==> src/hdl/frustum_sphere_cull_macros.svh <==
// Assertion macros shared by the frustum sphere cull RTL.
`ifndef FRUSTUM_SPHERE_CULL_MACROS_SVH
`define FRUSTUM_SPHERE_CULL_MACROS_SVH

// Same-cycle implication, disabled while reset is asserted.
`define FSC_ASSERT_IMP(label, clk, rstn, ante, cons) \
    label: assert property (@(posedge clk) disable iff (!rstn) (ante) |-> (cons)) \
        else $error("frustum sphere cull assertion failed");

// Next-cycle implication, disabled while reset is asserted.
`define FSC_ASSERT_NXT(label, clk, rstn, ante, cons) \
    label: assert property (@(posedge clk) disable iff (!rstn) (ante) |=> (cons)) \
        else $error("frustum sphere cull assertion failed");

`endif

==> src/hdl/fsc_pkg.sv <==
// Package with widths, stream layout and sequencer states of the frustum sphere cull.
`default_nettype none

package fsc_pkg;

    // Fixed-point format and internal widths.
    localparam int FRAC_BITS = 16;
    localparam int VAL_W     = 32;
    localparam int RAW_W     = VAL_W + 1;
    localparam int PROD_W    = 2 * RAW_W;
    localparam int ACC_W     = PROD_W + 2;
    localparam int ROOT_W    = RAW_W;
    localparam int SQ_W      = 2 * ROOT_W;
    localparam int NUM_W     = RAW_W + FRAC_BITS;
    localparam int RAD_W     = 31;

    // Input stream layout.
    localparam int IDX_LSB   = 0;
    localparam int VALUE_LSB = 4;
    localparam int CX_LSB    = 36;
    localparam int CY_LSB    = 68;
    localparam int CZ_LSB    = 100;
    localparam int RAD_LSB   = 132;
    localparam int S_DATA_W  = 168;
    localparam int M_DATA_W  = 8;

    // Operation codes carried in s_tuser.
    localparam logic OP_LOAD = 1'b0;
    localparam logic OP_TEST = 1'b1;

    // Index of the last matrix element; writing it rebuilds the planes.
    localparam logic [3:0] LAST_ELEMENT = 4'd15;
    localparam logic [2:0] LAST_PLANE   = 3'd5;

    // Sequencer states.
    typedef enum logic [3:0] {
        ST_IDLE,
        ST_LD_A,
        ST_LD_B,
        ST_SQ_MUL,
        ST_SQ_ACC,
        ST_SQ_CHK,
        ST_SQRT,
        ST_DIV_GO,
        ST_DIV,
        ST_STORE,
        ST_T_MUL,
        ST_T_ACC,
        ST_T_CHK,
        ST_RESULT
    } fsc_state_t;

endpackage

`default_nettype wire

==> src/hdl/fsc_mul.sv <==
// Shared signed multiplier with a registered product.
`default_nettype none

module fsc_mul (
    input  wire logic                               aclk,
    input  wire logic signed [fsc_pkg::RAW_W-1:0]   op_a,
    input  wire logic signed [fsc_pkg::RAW_W-1:0]   op_b,
    output logic signed [fsc_pkg::PROD_W-1:0]       prod
);
    import fsc_pkg::*;

    logic signed [PROD_W-1:0] prod_reg;

    // One multiplication per cycle, product held for the accumulator.
    always_ff @(posedge aclk) begin
        prod_reg <= op_a * op_b;
    end

    assign prod = prod_reg;

endmodule

`default_nettype wire

==> config.mk <==
export PLATFORM = sky130hd
export DESIGN_NAME = fsc_mul
export DESIGN_NICKNAME = d
export VERILOG_FILES = /design/src/hdl/frustum_sphere_cull_macros.svh /design/src/hdl/fsc_pkg.sv /design/src/hdl/fsc_mul.sv
export SDC_FILE = /design/constraint.sdc
export NUM_CORES = 2
export LEC_CHECK = 0
export BUFFER_PORTS_ARGS = -buffer_cell sky130_fd_sc_hd__buf_2
export CORE_MARGIN = 3
export CORE_UTILIZATION = 52
export DETAILED_ROUTE_END_ITERATION = 7
export PLACE_DENSITY = 0.75
export SLEW_MARGIN = 10
export SYNTH_ARGS = -nofsm -noshare
export SYNTH_HDL_FRONTEND = slang
export SYNTH_SLANG_ARGS = --single-unit
==> constraint.sdc <==
create_clock -name aclk -period 11.3 [get_ports aclk]
set_clock_uncertainty 0.05 [all_clocks]
set_input_delay 1.695 -clock aclk [delete_from_list [all_inputs] [get_ports aclk]]
set_output_delay 1.695 -clock aclk [all_outputs]
set_load 0.05 [all_outputs]
==> After elaboration in Yosys (flattened, before gate mapping) <==
Cells that the tools add are included.
W data, S select, Z words.
{ "word_totals": {"reg_bits": 66, "latch_bits": 0, "mem_bits_rw": 0, "romBits": 0, "input_bits": 67, "output_inout_bits": 66, "word_cells": 2, "n_memories": 0} }
{ "classes": {"n_addsub": 0, "mul": 1, "n_div": 0, "order_cmp": 0, "eq_ne": 0, "shift": 0, "n_mux": 0, "n_bitwise": 0, "n_reduce_logical": 0} }
{ "op_table": {"columns": ["cell", "count"], "rows": [
  ["$mul A33 B33 Y66", 1]
]} }

==> Longest topological paths before layout <==
{ "depth": {"ltp_word": 1, "depth_mapped": 27, "depth_no_buf": 26} }

==> Worst setup path after synthesis <==
No wires, ideal clock.
{ "synth_path": {"path_type": "input port to flip-flop", "start": "in op_a[32] (netlist bit)", "end": "reg prod_reg[62], in the netlist prod[62]", "setup_ps": 79, "arrival_time_ps": 8852, "required_time_ps": 11171, "setup_slack_ps": 2319, "cell_stages": 23, "path_buffers": 2, "path_cell_list": "clkbuf_1 > nand2_1 > inv_1 > fa_1 > fa_1 > fa_1 > fa_1 > fa_1 > fa_1 > fa_1 > inv_1 > fa_1 > inv_1 > ha_1 > clkbuf_1 > and3_1 > nand3_1 > nand2b_1 > a2111oi_4 > a211oi_4 > a21o_2 > a21o_1 > a211oi_2"} }
{ "synth_between": {"elab_chain_cells": 1} }
{ "synth_rtl": {"columns": ["element", "line", "source"], "rows": [
  ["from (decl)", "fsc_mul.sv:6", "input wire logic signed [fsc_pkg::RAW_W-1:0] op_a,"],
  ["$mul A33 B33 Y66", "fsc_mul.sv:16", "prod_reg <= op_a * op_b;"],
  ["to (signal assigned)", "fsc_mul.sv:16", null],
  ["to (decl)", "fsc_mul.sv:12", "logic signed [PROD_W-1:0] prod_reg;"]
]} }
Every way passes these cells.

==> Worst setup path in the final report <==
{ "layout_path": {"start": "in op_a[32] (netlist bit)", "end": "reg prod_reg[64], in the netlist prod[64]"} }
The elaborated chain is that of the path after synthesis.

==> out/summary.txt <==
================================================================================
Req. time, crit path                                                    11.54 ns
Share of the synthesized area in compound gates (AO/OA/AOI/OAI)            4.07%
Wire length of the first global-routing pass                           173000 um
Most instantiated library cell after synthesis                      sky130_fd_sc_hd__fa_1
Net count after synthesis                                                   5767
Residual DRC                                                                   0
Highest attainable clock frequency                                       102 MHz
Die outline area                                                       81700 um2
Critical path class                                                 input pin to register
Critical-path cell list                                             buf_2 -> nand2_1 -> inv_1 -> fa_1 -> fa_1 -> fa_1 -> fa_1 -> fa_1 -> fa_1 -> fa_1 -> inv_1 -> fa_1 -> inv_1 -> ha_1 -> nand3_1 -> nor2_1 -> nand2_1 -> nor3_1 -> o311ai_4 -> nand3_2 -> a211oi_1 -> a311oi_1
Share of synthesized area occupied by flip-flops and latches               3.24%
Number of antenna violations at the first check in global routing              6
Vias/cell                                                                   5.44
Die width                                                                 286 um
Count of unique library cells instantiated by Yosys                           80
Number of warnings printed during yosys synthesis                              0
Setup repair after global routing missed its margin                        false
Std-Cell Rows                                                                102
Max-cap check violation count                                                  0
Count of final hold-check violations                                           0
Max FFs per register                                                          66
Postcts setup bufs                                                             0
Start point of the worst hold path                                       op_b[0]
Synth top cells by count                                            1145 x sky130_fd_sc_hd__fa_1, 1131 x sky130_fd_sc_hd__inv_1, 562 x sky130_fd_sc_hd__and2_1
Maximum clock path buffer count                                                2
Final setup violation count                                                    0
Largest net degree at the start of global routing                             34
CP most frequent cell                                               sky130_fd_sc_hd__fa_1
DP Wirelength                                                           87500 um
Routed length per instance                                               19.8 um
CTS-repair resized insts                                                       0
Synth area leader                                                   sky130_fd_sc_hd__fa_1
Via count of the first global-routing pass                                 32095
Worst endpoint data arrival time                                        10.03 ns
Top cell type's share of synthesized area                                  56.3%
Number of detailed-route iterations in the first pass                          7
Run status                                                          finished clean
Post-Synth Simple-Gate Area                                                15.8%
Port Buffers                                                                 132
Antenna Nets Post-Route                                                        0
GR Util All Layers                                                         27.2%
Area occupied by registers                                              1320 um2
Most instantiated flip-flop cell in the synthesis netlist           sky130_fd_sc_hd__dfxtp_1
Clock buffer count from CTS                                                    9
Post-Synthesis Cells                                                        4338
Final total negative setup slack                                            0 ns
Area occupied by multi-input gates                                     34300 um2
Adder-Cell Fraction of Synth Area                                          62.9%
Hold Path Stages                                                               2
Slew Viols, Final                                                              0
Top cells by area, synth                                            sky130_fd_sc_hd__fa_1 56%, sky130_fd_sc_hd__inv_1 10%, sky130_fd_sc_hd__and2_1 8.6%
Max FO, Critical Path                                                         33
Final Critical Period                                                    9.79 ns
Xor and xnor fraction of the mapped netlist area                           1.46%
Relative area change from synthesis to final layout                        3.79%
Slew @ Worst Pin                                                         1.06 ns
Crit end category                                                       register
Grt total ovfl                                                                 0
Routed via count                                                           28940
Worst min-delay path class                                          input pin to register
Sinks on the clock net                                                        66
Routed wire length                                                     106000 um
Post-synthesis instance area                                           40700 um2
Filler cells                                                                6864
Number of synthesized register bits                                           66
Multiplexer share of the synthesized area                                     0%
Placer's final routability congestion estimate                             0.914
Mapped Avg Cell Area                                                    9.39 um2
Sort of element at the start of the critical path                      input pin
Clock Root Buffer                                                   sky130_fd_sc_hd__clkbuf_16
Die height                                                                286 um
Core area                                                              77500 um2
Maximum level of the CTS H-tree                                                3
Worst relative slew slack                                                  29.4%
Largest family of logic cells by synthesized area                    adder cells
Starting density of the core                                               52.6%
Final-stage net count                                                       5707
End point of the worst hold path                                         prod[0]
Worst-path clk slew                                                      0.06 ns
Post-route clock period utilization                                        86.7%
Post-synth EDFFs                                                               0
Fraction of final layout cells sized beyond drive strength 1               4.72%
CTS tree                                                                    done
Slowest stage delay, CP                                                  0.95 ns
Fraction of registers with async set or reset after synthesis                 0%
Cell with the largest stage delay on the worst path                 sky130_fd_sc_hd__fa_1
CTS hold repair buffers                                                        0
DRT iter0 DRCs                                                              1812
Number of top-level pins                                                     133
================================================================================
worst max-delay path: cells and delay by family:
family,cells,cell delay (ns)
fa+ha+maj,9,5.01
simple gates,6,1.91
compound gates,3,0.62
buf+inv,4,0.78
through the flow:
stage | cell area [um2] | hold WS (ns) | instances | worst slack [ns] | util, %
final | 42300 | 1.80 | 5324 | 1.51 | 54.6
after global routing | 42300 | 1.77 | 5323 | 1.22 | 54.6
after CTS | 42300 | 1.77 | 5322 | 1.66 | 54.6
after detailed placement | 42000 | 2.11 | 5307 | 1.27 | 54.2
after global placement | 42000 | 2.12 | 5307 | 1.35 | 54.2
after floorplan | 40700 | 1.77 | 4338 | 2.32 | -
final cells by class:
class / instances / area share, %
Inverter: 1131 / 10.0
Sequential cell: 66 / 3.13
Tap cell: 1040 / 3.08
Multi-Input combinational cell: 2920 / 81.2
Antenna cell: 2 / 0.0118
Timing Repair Buffer: 150 / 1.88
Clock inverter: 5 / 0.130
Clock buffer: 10 / 0.565
how the worst max path moves through the flow:
stage                     cells past startpoint  slack (ns)     start  endpoint
final                                        22        1.51  op_a[32]  prod[64]
after global routing                         24        1.22  op_a[32]  prod[58]
after CTS                                    22        1.66  op_a[32]  prod[58]
after detailed placement                     22        1.27  op_a[32]  prod[58]
after global placement                       20        1.35  op_a[32]  prod[64]
after floorplan                              23        2.32  op_a[32]  prod[62]
per-layer routing:
metal / up-vias / wire (um) / track usage (%) / part of all wire [%]
li1: 12204 / - / - / -
met2: 1090 / 55600 / 48.2 / 53
met3: 275 / 6700 / 3.92 / 6.3
met5: - / 23 / 0 / 0.022
met4: 4 / 4840 / 11.7 / 4.6
met1: 15367 / 38500 / 33.2 / 36
layout by cell type (no fill, tap or decap), types with 6 or more instances in the layout:
cell type / count
sky130_fd_sc_hd__nor2_1: 68
sky130_fd_sc_hd__fa_1: 1145
sky130_fd_sc_hd__o21ai_1: 6
sky130_fd_sc_hd__a21oi_1: 57
sky130_fd_sc_hd__o21ai_0: 25
sky130_fd_sc_hd__a21o_1: 36
sky130_fd_sc_hd__xnor2_1: 43
sky130_fd_sc_hd__nand2_1: 551
sky130_fd_sc_hd__o21bai_1: 11
sky130_fd_sc_hd__buf_4: 18
sky130_fd_sc_hd__and2_1: 562
sky130_fd_sc_hd__nand4_1: 11
sky130_fd_sc_hd__a211o_1: 6
sky130_fd_sc_hd__nand2b_1: 12
sky130_fd_sc_hd__o21a_1: 6
sky130_fd_sc_hd__clkbuf_16: 9
sky130_fd_sc_hd__buf_2: 132
sky130_fd_sc_hd__a211oi_1: 7
sky130_fd_sc_hd__a31oi_1: 8
sky130_fd_sc_hd__inv_1: 1131
sky130_fd_sc_hd__nand3_1: 25
sky130_fd_sc_hd__dfxtp_1: 66
sky130_fd_sc_hd__ha_1: 217
sky130_fd_sc_hd__xor2_1: 25
sky130_fd_sc_hd__nor3_1: 7
cell families (layout without fill, tap and decap cells):
group,count (synthesis),after routing
xor gates and xnor gates,68,68
and+or+nand+nor,1271,1271
adders and majority gates,1362,1362
DFF,66,66
buffers and inverters,1352,1296
AOI/OAI and AO/OA,219,219
other,0,2
Power is left out: the tool's default activity adds up to more than one toggle a clock period on the data nets, which glitch-free logic cannot reach.
