$ cat src/hdl/frustum_sphere_cull_macros.svh
// Assertion macros shared by the frustum sphere cull RTL.
`ifndef FRUSTUM_SPHERE_CULL_MACROS_SVH
`define FRUSTUM_SPHERE_CULL_MACROS_SVH

// Same-cycle implication, disabled while reset is asserted.
`define FSC_ASSERT_IMP(label, clk, rstn, ante, cons) \
    label: assert property (@(posedge clk) disable iff (!rstn) (ante) |-> (cons)) \
        else $error("frustum sphere cull assertion failed");

// Next-cycle implication, disabled while reset is asserted.
`define FSC_ASSERT_NXT(label, clk, rstn, ante, cons) \
    label: assert property (@(posedge clk) disable iff (!rstn) (ante) |=> (cons)) \
        else $error("frustum sphere cull assertion failed");

`endif

$ cat src/hdl/fsc_pkg.sv
// Package with widths, stream layout and sequencer states of the frustum sphere cull.
`default_nettype none

package fsc_pkg;

    // Fixed-point format and internal widths.
    localparam int FRAC_BITS = 16;
    localparam int VAL_W     = 32;
    localparam int RAW_W     = VAL_W + 1;
    localparam int PROD_W    = 2 * RAW_W;
    localparam int ACC_W     = PROD_W + 2;
    localparam int ROOT_W    = RAW_W;
    localparam int SQ_W      = 2 * ROOT_W;
    localparam int NUM_W     = RAW_W + FRAC_BITS;
    localparam int RAD_W     = 31;

    // Input stream layout.
    localparam int IDX_LSB   = 0;
    localparam int VALUE_LSB = 4;
    localparam int CX_LSB    = 36;
    localparam int CY_LSB    = 68;
    localparam int CZ_LSB    = 100;
    localparam int RAD_LSB   = 132;
    localparam int S_DATA_W  = 168;
    localparam int M_DATA_W  = 8;

    // Operation codes carried in s_tuser.
    localparam logic OP_LOAD = 1'b0;
    localparam logic OP_TEST = 1'b1;

    // Index of the last matrix element; writing it rebuilds the planes.
    localparam logic [3:0] LAST_ELEMENT = 4'd15;
    localparam logic [2:0] LAST_PLANE   = 3'd5;

    // Sequencer states.
    typedef enum logic [3:0] {
        ST_IDLE,
        ST_LD_A,
        ST_LD_B,
        ST_SQ_MUL,
        ST_SQ_ACC,
        ST_SQ_CHK,
        ST_SQRT,
        ST_DIV_GO,
        ST_DIV,
        ST_STORE,
        ST_T_MUL,
        ST_T_ACC,
        ST_T_CHK,
        ST_RESULT
    } fsc_state_t;

endpackage

`default_nettype wire

$ cat src/hdl/fsc_div.sv
// Restoring unsigned divider, one quotient bit per cycle.
`default_nettype none

module fsc_div (
    input  wire logic                          aclk,
    input  wire logic                          aresetn,
    input  wire logic                          start,
    input  wire logic [fsc_pkg::NUM_W-1:0]     dividend,
    input  wire logic [fsc_pkg::ROOT_W-1:0]    divisor,
    output logic                               done,
    output logic [fsc_pkg::NUM_W-1:0]          quotient
);
    import fsc_pkg::*;

    localparam int CNT_W = $clog2(NUM_W + 1);

    logic [NUM_W-1:0]  num_reg;
    logic [NUM_W-1:0]  quo_reg;
    logic [ROOT_W-1:0] den_reg;
    logic [ROOT_W-1:0] rem_reg;
    logic [CNT_W-1:0]  cnt_reg;
    logic              busy_reg;
    logic              done_reg;

    logic [ROOT_W:0]   rem_shift;
    logic              take;

    // Shift in the next dividend bit and compare with the divisor.
    always_comb begin
        rem_shift = {rem_reg, num_reg[NUM_W-1]};
        take      = (rem_shift >= {1'b0, den_reg});
    end

    // Control state.
    always_ff @(posedge aclk) begin
        if (!aresetn) begin
            busy_reg <= 1'b0;
            done_reg <= 1'b0;
            cnt_reg  <= '0;
        end else begin
            done_reg <= 1'b0;
            if (start) begin
                busy_reg <= 1'b1;
                cnt_reg  <= CNT_W'(NUM_W);
            end else if (busy_reg) begin
                cnt_reg <= cnt_reg - 1'b1;
                if (cnt_reg == CNT_W'(1)) begin
                    busy_reg <= 1'b0;
                    done_reg <= 1'b1;
                end
            end
        end
    end

    // Datapath.
    always_ff @(posedge aclk) begin
        if (start) begin
            num_reg <= dividend;
            den_reg <= divisor;
            rem_reg <= '0;
            quo_reg <= '0;
        end else if (busy_reg) begin
            num_reg <= {num_reg[NUM_W-2:0], 1'b0};
            rem_reg <= take ? ROOT_W'(rem_shift - {1'b0, den_reg}) : ROOT_W'(rem_shift);
            quo_reg <= {quo_reg[NUM_W-2:0], take};
        end
    end

    assign done     = done_reg;
    assign quotient = quo_reg;

endmodule

`default_nettype wire

$ cat config.mk
export PLATFORM = sky130hd
export DESIGN_NAME = fsc_div
export DESIGN_NICKNAME = d
export VERILOG_FILES = /design/src/hdl/frustum_sphere_cull_macros.svh /design/src/hdl/fsc_pkg.sv /design/src/hdl/fsc_div.sv
export SDC_FILE = /design/constraint.sdc
export NUM_CORES = 1
export LEC_CHECK = 0
export BUFFER_PORTS_ARGS = -buffer_cell sky130_fd_sc_hd__buf_2
export CAP_MARGIN = 20
export CORE_MARGIN = 2
export CORE_UTILIZATION = 43
export DETAILED_ROUTE_END_ITERATION = 10
export GPL_TIMING_DRIVEN = 1
export SLEW_MARGIN = 5
export SYNTH_ARGS = -nofsm -noshare
export SYNTH_HDL_FRONTEND = slang
export SYNTH_SLANG_ARGS = --single-unit
$ cat constraint.sdc
create_clock -name aclk -period 3.2 [get_ports aclk]
set_input_delay 0.8 -clock aclk [delete_from_list [all_inputs] [get_ports aclk]]
set_output_delay 0.8 -clock aclk [all_outputs]
set_load 0.02 [all_outputs]
[Yosys cells after proc, flatten, opt, wreduce, memory -nomap -nowiden]
Index checks and enable logic that the tools add are counted.
Word-level totals
  bits in registers: 172
  bits of input ports: 85
  output and inout bits: 50
Operators by class
  add/sub/neg operators: 2
  order comparisons: 1
  eq/ne operators: 1
  muxes and demuxes: 9
  bitwise operators: 2
  reduce and logical (&&, ||, !) cells: 3
Operators with widths (number)
  49-bit 2-to-1 mux: 2
  34-bit by 33-bit greater-or-equal comparator with 1-bit output: 1
  33-bit 2-to-1 mux: 1
  33-bit subtractor: 1
  6-bit 2-to-1 mux: 2
  6-bit by 1-bit == test with 1-bit output (second input constant): 1
  6-bit by 1-bit subtractor with 6-bit output (second input constant): 1
  1-bit 2-to-1 mux: 4
  3-bit OR reduction: 1
  1-bit NOT: 2
  2-bit nonzero test: 1
  2-bit OR reduction: 1

[Longest topological paths before layout]
  word-level depth: 4
  gate-level depth with buffers: 14

[Worst setup path after synthesis]
OpenSTA, ideal clock, no wires.
  kind: register to register
  start: register num_reg[48]
  end: register rem_reg[14]
  setup time: 0.088 ns
  arrival: 2.520 ns
  required time: 3.112 ns
  setup slack: 0.591 ns
  stages on the path, launching flop included: 15
  path buffers: 1
  clock period less this slack: 2.609 ns
  path through: edfxtp_1 inv_1 ha_1 inv_1 fa_1 a21oi_1 o21ai_1 a21oi_1 o21ai_2 a41oi_4 o21ai_4 inv_2 buf_4 nand2_1 a311oi_2
On the way
  longest elaborated chain between the ends: 2
  elaborated cells on any way between the ends: 3
RTL lines
  from (decl): line fsc_div.sv:17  | logic [NUM_W-1:0] num_reg;
  from (signal assigned): line fsc_div.sv:58  | num_reg <= dividend;
  from (signal assigned): line fsc_div.sv:63  | num_reg <= {num_reg[NUM_W-2:0], 1'b0};
  33-bit subtractor or 34-bit by 33-bit greater-or-equal comparator with 1-bit output (tied branches): line fsc_div.sv:64, fsc_div.sv:31
  33-bit 2-to-1 mux *: line fsc_div.sv:64  | rem_reg <= take ? ROOT_W'(rem_shift - {1'b0, den_reg}) : ROOT_W'(rem_shift);
  to (signal assigned): line fsc_div.sv:64
  to (decl): line fsc_div.sv:20  | logic [ROOT_W-1:0] rem_reg;
Every way passes the cells marked *; elsewhere a longest branch is shown, timed or not.
A chain may end at the register's enable or synchronous reset.

[Worst setup path after layout]
  start: register num_reg[48]
  end: register rem_reg[16]
The elaborated chain is that of the path after synthesis.

==> qor_table.md <==
| Parameter | Reported |
| --- | --- |
| Setup repair after global routing missed its margin | false |
| Number of antenna violations at the first check in global routing | 3 |
| Data required time at the worst endpoint | 3.53 ns |
| Min-Delay Path Class | register to register |
| Vias | 6118 |
| # placed instances | 1170 |
| Sequential area share after synthesis | 50.1% |
| GR Layer Usage met2 | 26.9% |
| Multi-input logic area | 0.00391 mm² |
| Drt via density | 5.07 |
| Area of the core | 0.0195 mm² |
| Highest clock frequency the design can meet | 341 MHz |
| Number of design rule violations left after detail routing | 0 |
| Effective utilization at floorplan | 43.8% |
| Worst slew margin | 54.5% |
| Crit path capture type | register |
| Number of distinct standard cells referenced by the synthesized netlist | 55 |
| Layer with the highest usage | met2 |
| Width of the die | 145 µm |
| Cell Rows | 51 |
| FF+latch count, synth | 172 |
| Status | completed |
| Mean Syn Cell Area | 10.6 µm² |
| Cts-stage hold buffer count | 0 |
| Hold violation count in the final report | 0 |
| Total negative setup slack | 0 ns |
| Portion of the clock cycle consumed by the worst path in the final layout | 91.6% |
| Worst endpoint data arrival time | 3.26 ns |
| Clock slew seen by the registers of the worst setup and hold paths | 0.07 ns |
| Global-route met3 utilization | 6.19% |
| Worst-case hold slack | 0.490 ns |
| Maximum single-stage delay on the critical path | 0.41 ns |
| Commonest non-fill, non-tap cell in the layout | sky130_fd_sc_hd__buf_2 |
| TritonCTS clock tree | built |
| Final setup vio count | 0 |
| Most used cell along the critical path | sky130_fd_sc_hd__inv_1 |
| Total track usage | 17.4% |
| Largest vdd supply drop | 399 µV |
| Design Area, Final | 0.0101 mm² |
| Inserted Clock Buffers | 17 |
| Insertion delay of the later-clocked pin in the worst-skew pair | 0.43 ns |
| Total overflow reported by the global router | 0 |
| H-Tree Level Count | 4 |
| Pins Over Slew Limit | 0 |
| Clock skew | 0.0142 ns |
| Critical path start-end classification | register to register |
| Number of cells on the worst reg-to-reg path | 14 |
| Share of the core filled with cells in the final layout | 51.9% |
| DIE AREA | 0.0210 mm² |
| Antenna viol nets, final | 0 |
| WHS Path Cells | 2 |
| Pwr per Cell Area | 554 mW/mm² |
| Via count of the first global-routing pass | 5824 |
| Peak fanout along the critical path | 15 |
| DPL Wire Length | 12.2 mm |
| Mapped cell area | 0.00852 mm² |
| Top library cells by usage in the layout, fill and taps aside | sky130_fd_sc_hd__buf_2 (133), sky130_fd_sc_hd__nor2_1 (97), sky130_fd_sc_hd__dfxtp_1 (89) |
| Count of synthesis-stage warnings from yosys | 0 |
| Number of I/O port buffers | 134 |
| Floorplan die height | 145 µm |
| Total wire length | 17.7 mm |
| Worst setup SP type | register |
| Most used DFF post-synth | sky130_fd_sc_hd__dfxtp_1 |
| Critical Path Slowest Stage Cell | sky130_fd_sc_hd__fa_1 |
| Syn nets | 922 |
| Synth Instances | 801 |
| Slew @ Worst Pin | 0.682 ns |
| Final Critical Period | 2.93 ns |
| Share of cells above drive strength 1 | 27.1% |
| First-pass GRT wire length | 28.9 mm |
| Last weighted congestion value of the routability-driven placer | 0.827 |
| Master cell of the clock root buffer | sky130_fd_sc_hd__clkbuf_16 |
| Maximum buffer depth of the clock tree | 2 |
| Fraction of registers with async set or reset after synthesis | 0% |
| Number of fillers in the final layout | 1807 |
| Max-cap violations | 0 |
| EDFF count, synth | 82 |
| Global-route met1 utilization | 23.1% |
| Placed Instance Area | 0.00948 mm² |
| Number of primary I/O pins | 135 |
| Sequence of cells on the critical path | inv_1 > ha_1 > inv_1 > fa_1 > a21oi_1 > o21ai_1 > a21oi_2 > o21ai_2 > a41oi_4 > o21ai_4 > inv_2 > buf_4 > nand2_1 > a311oi_2 |
| Area used by sequential logic in the layout | 0.00427 mm² |
| Leakage power figure | 4.25 nW |
| Number of non-filler instances in the completed layout | 1206 |
| Iter 0 DRT Violations | 327 |
| Average wire per standard cell | 14.7 µm |
| Fin nets | 1047 |
| Initial DRT Pass Iterations | 4 |
| Growth of design area from synthesis to finish | 18.6% |
| Largest net degree at the start of global routing | 117 |
| Count of clock tree sinks | 172 |
[layer usage]
layer,part of all wire (%),routed length [µm]
met5,0.073,13
met4,0.69,122
met3,5.6,998
met2,46,8160
met1,48,8450
[cells in the mapped netlist (all sizes together), types with 10 or more instances]
| library cell | n | share of area (%) |
|---|---|---|
| a21oi | 36 | 2.1 |
| ha | 35 | 5.1 |
| mux2i | 53 | 6.2 |
| a211oi | 10 | 0.88 |
| dfxtp | 90 | 21 |
| o21ai | 25 | 1.6 |
| a311oi | 20 | 3.2 |
| xor2 | 14 | 1.4 |
| nor2 | 97 | 4.3 |
| xnor2 | 20 | 2.1 |
| nand2 | 72 | 3.2 |
| buf | 10 | 0.62 |
| mux2 | 48 | 6.3 |
| clkbuf | 30 | 1.3 |
| a21o | 11 | 0.97 |
| inv | 49 | 2.2 |
| edfxtp | 82 | 29 |
| nor3 | 12 | 0.71 |
[layout make-up]
class / count / share of cell area, %
Sequential cell: 172 / 42.2
Tap cell: 265 / 3.28
Inverter: 50 / 1.86
Multi-Input combinational cell: 539 / 38.7
Clock inverter: 13 / 1.33
Timing Repair Buffer: 146 / 7.96
Clock buffer: 19 / 4.59
Antenna cell: 2 / 0.0495
[cell families after synthesis]
group | after synthesis | share of synthesized area (%)
flops | 172 | 50.1
simple gates | 221 | 11.1
fa+ha+maj | 36 | 5.38
compound gates | 147 | 13.3
buf+inv | 90 | 4.14
mux | 101 | 12.6
xor+xnor | 34 | 3.50
[worst max-delay path, delay by kind of cell, from the launching register on]
| family | cells | cell delay (ns) |
|---|---|---|
| AO/OA/AOI/OAI | 7 | 1.38 |
| buffers and inverters | 4 | 0.44 |
| flip-flops | 1 | 0.36 |
| AND/OR/NAND/NOR | 1 | 0.09 |
| adder cells (fa/ha/maj) | 2 | 0.57 |
[through the flow]
step                      power, mW  setup slack (ns)
final                          5.59             0.268
after global routing           5.87           0.00991
after CTS                      5.65             0.145
after detailed placement       3.54             0.185
after global placement         3.54             0.268
after floorplan                3.30             0.591
[worst paths after layout]
check                                    end          from  slack [ns]
worst max-delay path             rem_reg[16]   num_reg[48]        0.27
worst max register to register   rem_reg[16]   num_reg[48]        0.27
worst min-delay path            quotient[48]  quotient[48]        0.49
worst min register to register  quotient[48]  quotient[48]        0.49
[power by group]
group          switching, mW  total [mW]  leakage [nW]  internal [mW]
combinational          0.548       0.968          2.41          0.420
sequential            0.0654        2.54          1.55           2.47
clock                  0.973        2.09         0.299           1.12
[repair_timing]
action / 4_1_cts / 5_1_grt
buffers inserted: 0 / 2
resized for setup: 0 / 1
endpoints found under the hold margin: 0 / 0
endpoints found under the setup margin: 0 / 18
No activity file was read; power rests on OpenSTA's default activity.
