### config.mk
export PLATFORM = sky130hd
export DESIGN_NAME = fsc_isqrt
export DESIGN_NICKNAME = d
export VERILOG_FILES = /design/src/hdl/frustum_sphere_cull_macros.svh /design/src/hdl/fsc_pkg.sv /design/src/hdl/fsc_isqrt.sv
export SDC_FILE = /design/constraint.sdc
export NUM_CORES = 1
export LEC_CHECK = 0
export ABC_AREA = 1
export BUFFER_PORTS_ARGS = -buffer_cell sky130_fd_sc_hd__buf_4
export CAP_MARGIN = 25
export CORE_ASPECT_RATIO = 1.4
export CORE_MARGIN = 3
export CORE_UTILIZATION = 59
export DETAILED_ROUTE_END_ITERATION = 6
export PLACE_DENSITY = 0.81
export SLEW_MARGIN = 30
export SYNTH_ARGS = -nofsm -noshare
export SYNTH_HDL_FRONTEND = slang
export SYNTH_SLANG_ARGS = --single-unit
### constraint.sdc
create_clock -name aclk -period 4.1 [get_ports aclk]
set_input_delay 0.41 -clock aclk [delete_from_list [all_inputs] [get_ports aclk]]
set_output_delay 0.41 -clock aclk [all_outputs]
set_load 0.03 [all_outputs]
### src/hdl/frustum_sphere_cull_macros.svh
// Assertion macros shared by the frustum sphere cull RTL.
`ifndef FRUSTUM_SPHERE_CULL_MACROS_SVH
`define FRUSTUM_SPHERE_CULL_MACROS_SVH

// Same-cycle implication, disabled while reset is asserted.
`define FSC_ASSERT_IMP(label, clk, rstn, ante, cons) \
    label: assert property (@(posedge clk) disable iff (!rstn) (ante) |-> (cons)) \
        else $error("frustum sphere cull assertion failed");

// Next-cycle implication, disabled while reset is asserted.
`define FSC_ASSERT_NXT(label, clk, rstn, ante, cons) \
    label: assert property (@(posedge clk) disable iff (!rstn) (ante) |=> (cons)) \
        else $error("frustum sphere cull assertion failed");

`endif

### src/hdl/fsc_pkg.sv
// Package with widths, stream layout and sequencer states of the frustum sphere cull.
`default_nettype none

package fsc_pkg;

    // Fixed-point format and internal widths.
    localparam int FRAC_BITS = 16;
    localparam int VAL_W     = 32;
    localparam int RAW_W     = VAL_W + 1;
    localparam int PROD_W    = 2 * RAW_W;
    localparam int ACC_W     = PROD_W + 2;
    localparam int ROOT_W    = RAW_W;
    localparam int SQ_W      = 2 * ROOT_W;
    localparam int NUM_W     = RAW_W + FRAC_BITS;
    localparam int RAD_W     = 31;

    // Input stream layout.
    localparam int IDX_LSB   = 0;
    localparam int VALUE_LSB = 4;
    localparam int CX_LSB    = 36;
    localparam int CY_LSB    = 68;
    localparam int CZ_LSB    = 100;
    localparam int RAD_LSB   = 132;
    localparam int S_DATA_W  = 168;
    localparam int M_DATA_W  = 8;

    // Operation codes carried in s_tuser.
    localparam logic OP_LOAD = 1'b0;
    localparam logic OP_TEST = 1'b1;

    // Index of the last matrix element; writing it rebuilds the planes.
    localparam logic [3:0] LAST_ELEMENT = 4'd15;
    localparam logic [2:0] LAST_PLANE   = 3'd5;

    // Sequencer states.
    typedef enum logic [3:0] {
        ST_IDLE,
        ST_LD_A,
        ST_LD_B,
        ST_SQ_MUL,
        ST_SQ_ACC,
        ST_SQ_CHK,
        ST_SQRT,
        ST_DIV_GO,
        ST_DIV,
        ST_STORE,
        ST_T_MUL,
        ST_T_ACC,
        ST_T_CHK,
        ST_RESULT
    } fsc_state_t;

endpackage

`default_nettype wire

### src/hdl/fsc_isqrt.sv
// Digit-by-digit integer square root, one result bit per cycle.
`default_nettype none

module fsc_isqrt (
    input  wire logic                          aclk,
    input  wire logic                          aresetn,
    input  wire logic                          start,
    input  wire logic [fsc_pkg::SQ_W-1:0]      radicand,
    output logic                               done,
    output logic [fsc_pkg::ROOT_W-1:0]         root
);
    import fsc_pkg::*;

    localparam int CNT_W = $clog2(ROOT_W + 1);
    localparam int REM_W = ROOT_W + 2;

    logic [SQ_W-1:0]   rad_reg;
    logic [REM_W-1:0]  rem_reg;
    logic [ROOT_W-1:0] root_reg;
    logic [CNT_W-1:0]  cnt_reg;
    logic              busy_reg;
    logic              done_reg;

    logic [REM_W+1:0]  rem_shift;
    logic [REM_W+1:0]  trial;
    logic              take;

    // Bring down two radicand bits and try the next root bit.
    always_comb begin
        rem_shift = {rem_reg, rad_reg[SQ_W-1 -: 2]};
        trial     = {2'b00, root_reg, 2'b01};
        take      = (rem_shift >= trial);
    end

    // Control state.
    always_ff @(posedge aclk) begin
        if (!aresetn) begin
            busy_reg <= 1'b0;
            done_reg <= 1'b0;
            cnt_reg  <= '0;
        end else begin
            done_reg <= 1'b0;
            if (start) begin
                busy_reg <= 1'b1;
                cnt_reg  <= CNT_W'(ROOT_W);
            end else if (busy_reg) begin
                cnt_reg <= cnt_reg - 1'b1;
                if (cnt_reg == CNT_W'(1)) begin
                    busy_reg <= 1'b0;
                    done_reg <= 1'b1;
                end
            end
        end
    end

    // Datapath.
    always_ff @(posedge aclk) begin
        if (start) begin
            rad_reg  <= radicand;
            rem_reg  <= '0;
            root_reg <= '0;
        end else if (busy_reg) begin
            rad_reg  <= {rad_reg[SQ_W-3:0], 2'b00};
            rem_reg  <= take ? REM_W'(rem_shift - trial) : REM_W'(rem_shift);
            root_reg <= {root_reg[ROOT_W-2:0], take};
        end
    end

    assign done = done_reg;
    assign root = root_reg;

endmodule

`default_nettype wire

After elaboration in Yosys (flattened, before gate mapping)
Index checks and enable logic that the tools add are counted.
{"block": "op_classes", "add_sub_neg": 2, "n_lt_le_gt_ge": 1, "eq_ne": 1, "n_mux": 9, "n_bitwise": 2, "n_reduce_logical": 3}
{"cell": "66-bit two-way mux", "n": 2}
{"cell": "37-bit by 35-bit >= comparator with 1-bit output", "n": 1}
{"cell": "35-bit two-way mux", "n": 1}
{"cell": "35-bit subtractor", "n": 1}
{"cell": "6-bit two-way mux", "n": 2}
{"cell": "6-bit by 1-bit == test with 1-bit output, second input constant", "n": 1}
{"cell": "6-bit by 1-bit subtractor with 6-bit output, second input constant", "n": 1}
{"cell": "1-bit two-way mux", "n": 4}
{"cell": "3-bit OR reduction", "n": 1}
{"cell": "1-bit NOT", "n": 2}
{"cell": "2-bit nonzero test", "n": 1}
{"cell": "2-bit OR reduction", "n": 1}
{"block": "word_totals", "regBits": 142, "inputBits": 69, "out_inout_bits": 34, "word_cells": 25}

Depth between registers and ports, before layout
{"block": "depth", "depth_word": 4, "mapped_depth": 17, "mapped_depth_nobuf": 17}

Worst setup path before layout
Ideal clock, no wire load.
{"block": "synth_path", "path_type": "reg-to-reg", "from": "reg busy_reg", "to": "reg rad_reg[0], enable pin", "arrival_ns": 2.588, "t_required_ns": 3.643, "path_slack_ns": 1.055, "path_stages_with_launch": 4, "n_path_buf": 1, "period_less_slack_ns": 3.045, "path_cell_list": "dfxtp_1 > nor2_1 > inv_1 > clkbuf_1"}
{"block": "synth_between", "elab_chain_cells": 1}
{"element": "from (decl)", "line_no": "fsc_isqrt.sv:21", "source": "logic busy_reg;"}
{"element": "from (signal assigned)", "line_no": "fsc_isqrt.sv:38", "source": "busy_reg <= 1'b0;"}
{"element": "from (signal assigned)", "line_no": "fsc_isqrt.sv:44", "source": "busy_reg <= 1'b1;"}
{"element": "from (signal assigned)", "line_no": "fsc_isqrt.sv:49", "source": "busy_reg <= 1'b0;"}
{"element": "2-bit nonzero test (no source line)"}
{"element": "to (signal assigned)", "line_no": "fsc_isqrt.sv:59", "source": "rad_reg <= radicand;"}
{"element": "to (signal assigned)", "line_no": "fsc_isqrt.sv:63", "source": "rad_reg <= {rad_reg[SQ_W-3:0], 2'b00};"}
{"element": "to (decl)", "line_no": "fsc_isqrt.sv:17", "source": "logic [SQ_W-1:0] rad_reg;"}
Every way passes these cells.
A chain may end at the register's enable or synchronous reset.

Worst setup path in the final report
{"block": "layout_path", "from": "reg root_reg[26], in the netlist root[26]", "to": "reg rem_reg[3]"}
{"block": "layout_between", "elab_chain_cells": 2}
{"element": "from (decl)", "line_no": "fsc_isqrt.sv:19", "source": "logic [ROOT_W-1:0] root_reg;"}
{"element": "from (signal assigned)", "line_no": "fsc_isqrt.sv:65", "source": "root_reg <= {root_reg[ROOT_W-2:0], take};"}
{"element": "37-bit by 35-bit >= comparator with 1-bit output", "line_no": "fsc_isqrt.sv:32", "source": "take = (rem_shift >= trial);"}
{"element": "35-bit two-way mux", "line_no": "fsc_isqrt.sv:64", "source": "rem_reg <= take ? REM_W'(rem_shift - trial) : REM_W'(rem_shift);"}
{"element": "to (signal assigned)", "line_no": "fsc_isqrt.sv:64"}
{"element": "to (decl)", "line_no": "fsc_isqrt.sv:18", "source": "logic [REM_W-1:0] rem_reg;"}
Every way passes these cells.

==> out/results.md <==
- outcome: finished, final reports clean
- antenna diode instance count: 0
- maximum cell stage delay along the critical path: 0.57 ns
- fill count: 1143
- ports placed on the boundary: 103
- unrepaired setup endpoints after global routing: false
- worst hold margin: 0.247 ns
- TritonCTS clock tree: built
- hold_buf cts: 0
- # placed instances: 1413
- initial cell density of the core: 60.8%
- final worst clock skew: 0.00852 ns
- overall fraction of global-route tracks in use: 27.2%
- Simple-Gate Fraction of Synth Area: 32.1%
- Buffers on Ports: 102
- type of the setup path with the least slack: reg -> reg
- complex-gate fraction of the synthesized area: 8.08%
- Avg WL per Cell: 14.0 um
- post-synthesis share of cell area spent on full adders, half adders and majority gates: 5.66%
- 1st-iter DRT viols: 372
- clock-pin slew on the worst setup and hold paths: 0.07 ns
- x dimension of the die: 106 um
- chain of cells forming the critical path: inv_1 > ha_1 > a21oi_1 > and2_1 > nand2_1 > a21oi_2 > nand4_4 > inv_2 > nand2_1 > nand3_1 > o21ai_0
- clk sinks: 142
- number of max-capacitance violations reported: 0
- source-to-sink clock delay at the later pin of the worst-skew pair: 0.43 ns
- final critical-path share of the clock period: 72.9%
- data required time of the critical path: 4.38 ns
- CTS Root Cell: clkbuf_16
- number of rows created at floorplan: 50
- cell with the most instances on the worst path: nand2_1
- DRC: 0
- post-detail-place hpwl: 14.8 mm
- max FFs per register: 66
- average instance area after synthesis: 7.06 um2
- Max FO, Critical Path: 43
- overall routed net length: 20.3 mm
- number of nets in the layout: 1356
- number of routed nets with antenna violations: 0
- post-route standard cell area excluding fillers: 9650 um2
- Synth Register Bits: 142
- endpoint arrival time on the critical path: 3.27 ns
- vias post-DR: 7543
- number of clock buffers inserted by TritonCTS: 17
- Setup Buffers After CTS: 0
- largest buffer count on any clock path: 2
- Fmax: 0.334 GHz
- number of hold violations in the final report: 0
- cells after synthesis: 1159
- class of the most critical hold timing path: in -> reg
- first-pass GRT wire length: 33.9 mm
- cell area after technology mapping: 8180 um2
- buffers plus inverters on the worst setup path: 2
- share of the synthesized netlist area taken by xor and xnor gates: 2.03%
- Die Ht: 145 um
- relative max-transition margin: 51.8%
- final instance count without filler cells: 1445
- Core Footprint: 13500 um2
- cell with the largest stage delay on the worst path: inv_2
- detailed-routing iteration count for the pre-antenna-repair pass: 6
- Crit. End Element: register
- Max Transition Viols Final: 0
- Period minus WS final: 2.99 ns
- total of cells resized after clock tree synthesis: 0
- number of vias per cell: 5.22
- initial antenna violation count: 0
- ratio of cells with drive above 1 in the final layout: 12.1%
- Unique masters post-synth: 39
- level count of the clock H-tree: 4
- transition time of the tightest slew-check pin: 0.723 ns
- Post-Syn Nets: 1265
- pin count of the biggest net entering global routing: 80
- element type at the critical path start: register
- area growth from synthesis to layout: 18.0%
- multiplexer share of the synthesized area: 0%
- proportion of synthesized chip area in sequential cells: 42.8%
- RD Place Congestion: 0.991
- main combinational cell family by area after synthesis: simple AND/OR/NAND/NOR gates
- post-route setup TNS: 0 ns
- via count of the first global-routing pass: 7347
- dominant delay contributor by cell family on the critical path: simple AND/OR/NAND/NOR gates
- Die Outline Area: 15300 um2
- Yosys Warn Count: 0
- Placement Cell Area: 9060 um2
- global-route congestion overflow total: 0
- setup-violating endpoint count in the final report: 0
[metal layers]
| layer | vias up | wire, um | global-route usage (%) | part of all wire [%] |
|---|---|---|---|---|
| met5 | - | 0 | 0 | 0 |
| met4 | 0 | 650 | 11.7 | 3.2 |
| met3 | 52 | 1100 | 5.47 | 5.4 |
| met2 | 229 | 10500 | 49.0 | 52 |
| met1 | 3405 | 8000 | 30.9 | 39 |
| li1 | 3857 | - | - | - |
[cells in the final DEF (no fill, tap or decap), types with 30 or more instances in the layout]
cell type,n
ha_1,37
nand3_1,63
nor2_1,69
nand2_1,485
a21oi_1,36
inv_1,153
dfxtp_1,76
edfxtp_1,66
o22ai_1,32
buf_4,105
o21ai_0,30
[logic make-up (layout without fill, tap and decap cells)]
group / count (synthesis) / in the layout
XOR/XNOR: 19 / 19
AND/OR/NAND/NOR: 652 / 652
AO/OA/AOI/OAI: 116 / 116
flip-flops: 142 / 142
adder cells (fa/ha/maj): 37 / 37
buffers and inverters: 193 / 297
[synthesized netlist by cell type, drive strengths merged]
cell type  count  area share, %
o21ai         32            2.0
edfxtp        66             24
a21o           1          0.092
nor3b          1          0.092
nor3           6           0.43
nand3b         1          0.092
o22ai         32            2.4
or2            6           0.46
a21oi         37            2.3
nor4           2           0.15
and2           2           0.15
xor2           2           0.21
nor2          73            3.4
nand3         63            3.9
inv          159            7.3
xnor2         17            1.8
nand2        486             22
ha            37            5.7
clkbuf        26            1.2
o211ai         6           0.55
and3b          1           0.11
dfxtp         76             19
and3           1          0.077
a211oi         1          0.092
a31oi          1          0.077
o21bai         6           0.55
nand4         10           0.95
buf            8           0.75
[final timing paths]
check              start     endpoint  slack [ns]  cells past startpoint
max             root[26]   rem_reg[3]        1.11                     11
max reg2reg     root[26]   rem_reg[3]        1.11                     11
min reg2reg  rem_reg[27]  rem_reg[27]        0.48                      2
min          radicand[1]   rad_reg[1]        0.25                      3
[through the flow]
| step | util, % | setup WS, ns |
|---|---|---|
| floorplan | - | 1.06 |
| detailed placement | 67.4 | 1.13 |
| global route | 71.7 | 0.807 |
| global placement | 67.4 | 1.21 |
| CTS | 71.7 | 1.07 |
| finish | 71.7 | 1.11 |
[worst reg2reg max path, stage by stage, from the launching register on]
cell,delay [ns]
dfxtp_1,0.34
inv_1,0.08
ha_1,0.36
a21oi_1,0.21
and2_1,0.18
nand2_1,0.10
a21oi_2,0.17
nand4_4,0.51
inv_2,0.57
nand2_1,0.11
nand3_1,0.08
o21ai_0,0.13
[cell type report]
cell class	count	area (um2)	share of cell area [%]
Sequential cell	142	3500	36.3
Clock inverter	14	158	1.63
Multi-Input combinational cell	824	3920	40.6
Inverter	159	602	6.24
Tap cell	182	228	2.36
Clock buffer	18	429	4.45
Timing Repair Buffer	106	808	8.38
Power is not shown: default switching activity piles up to over one toggle a cycle in this logic, so the estimate is an artifact.
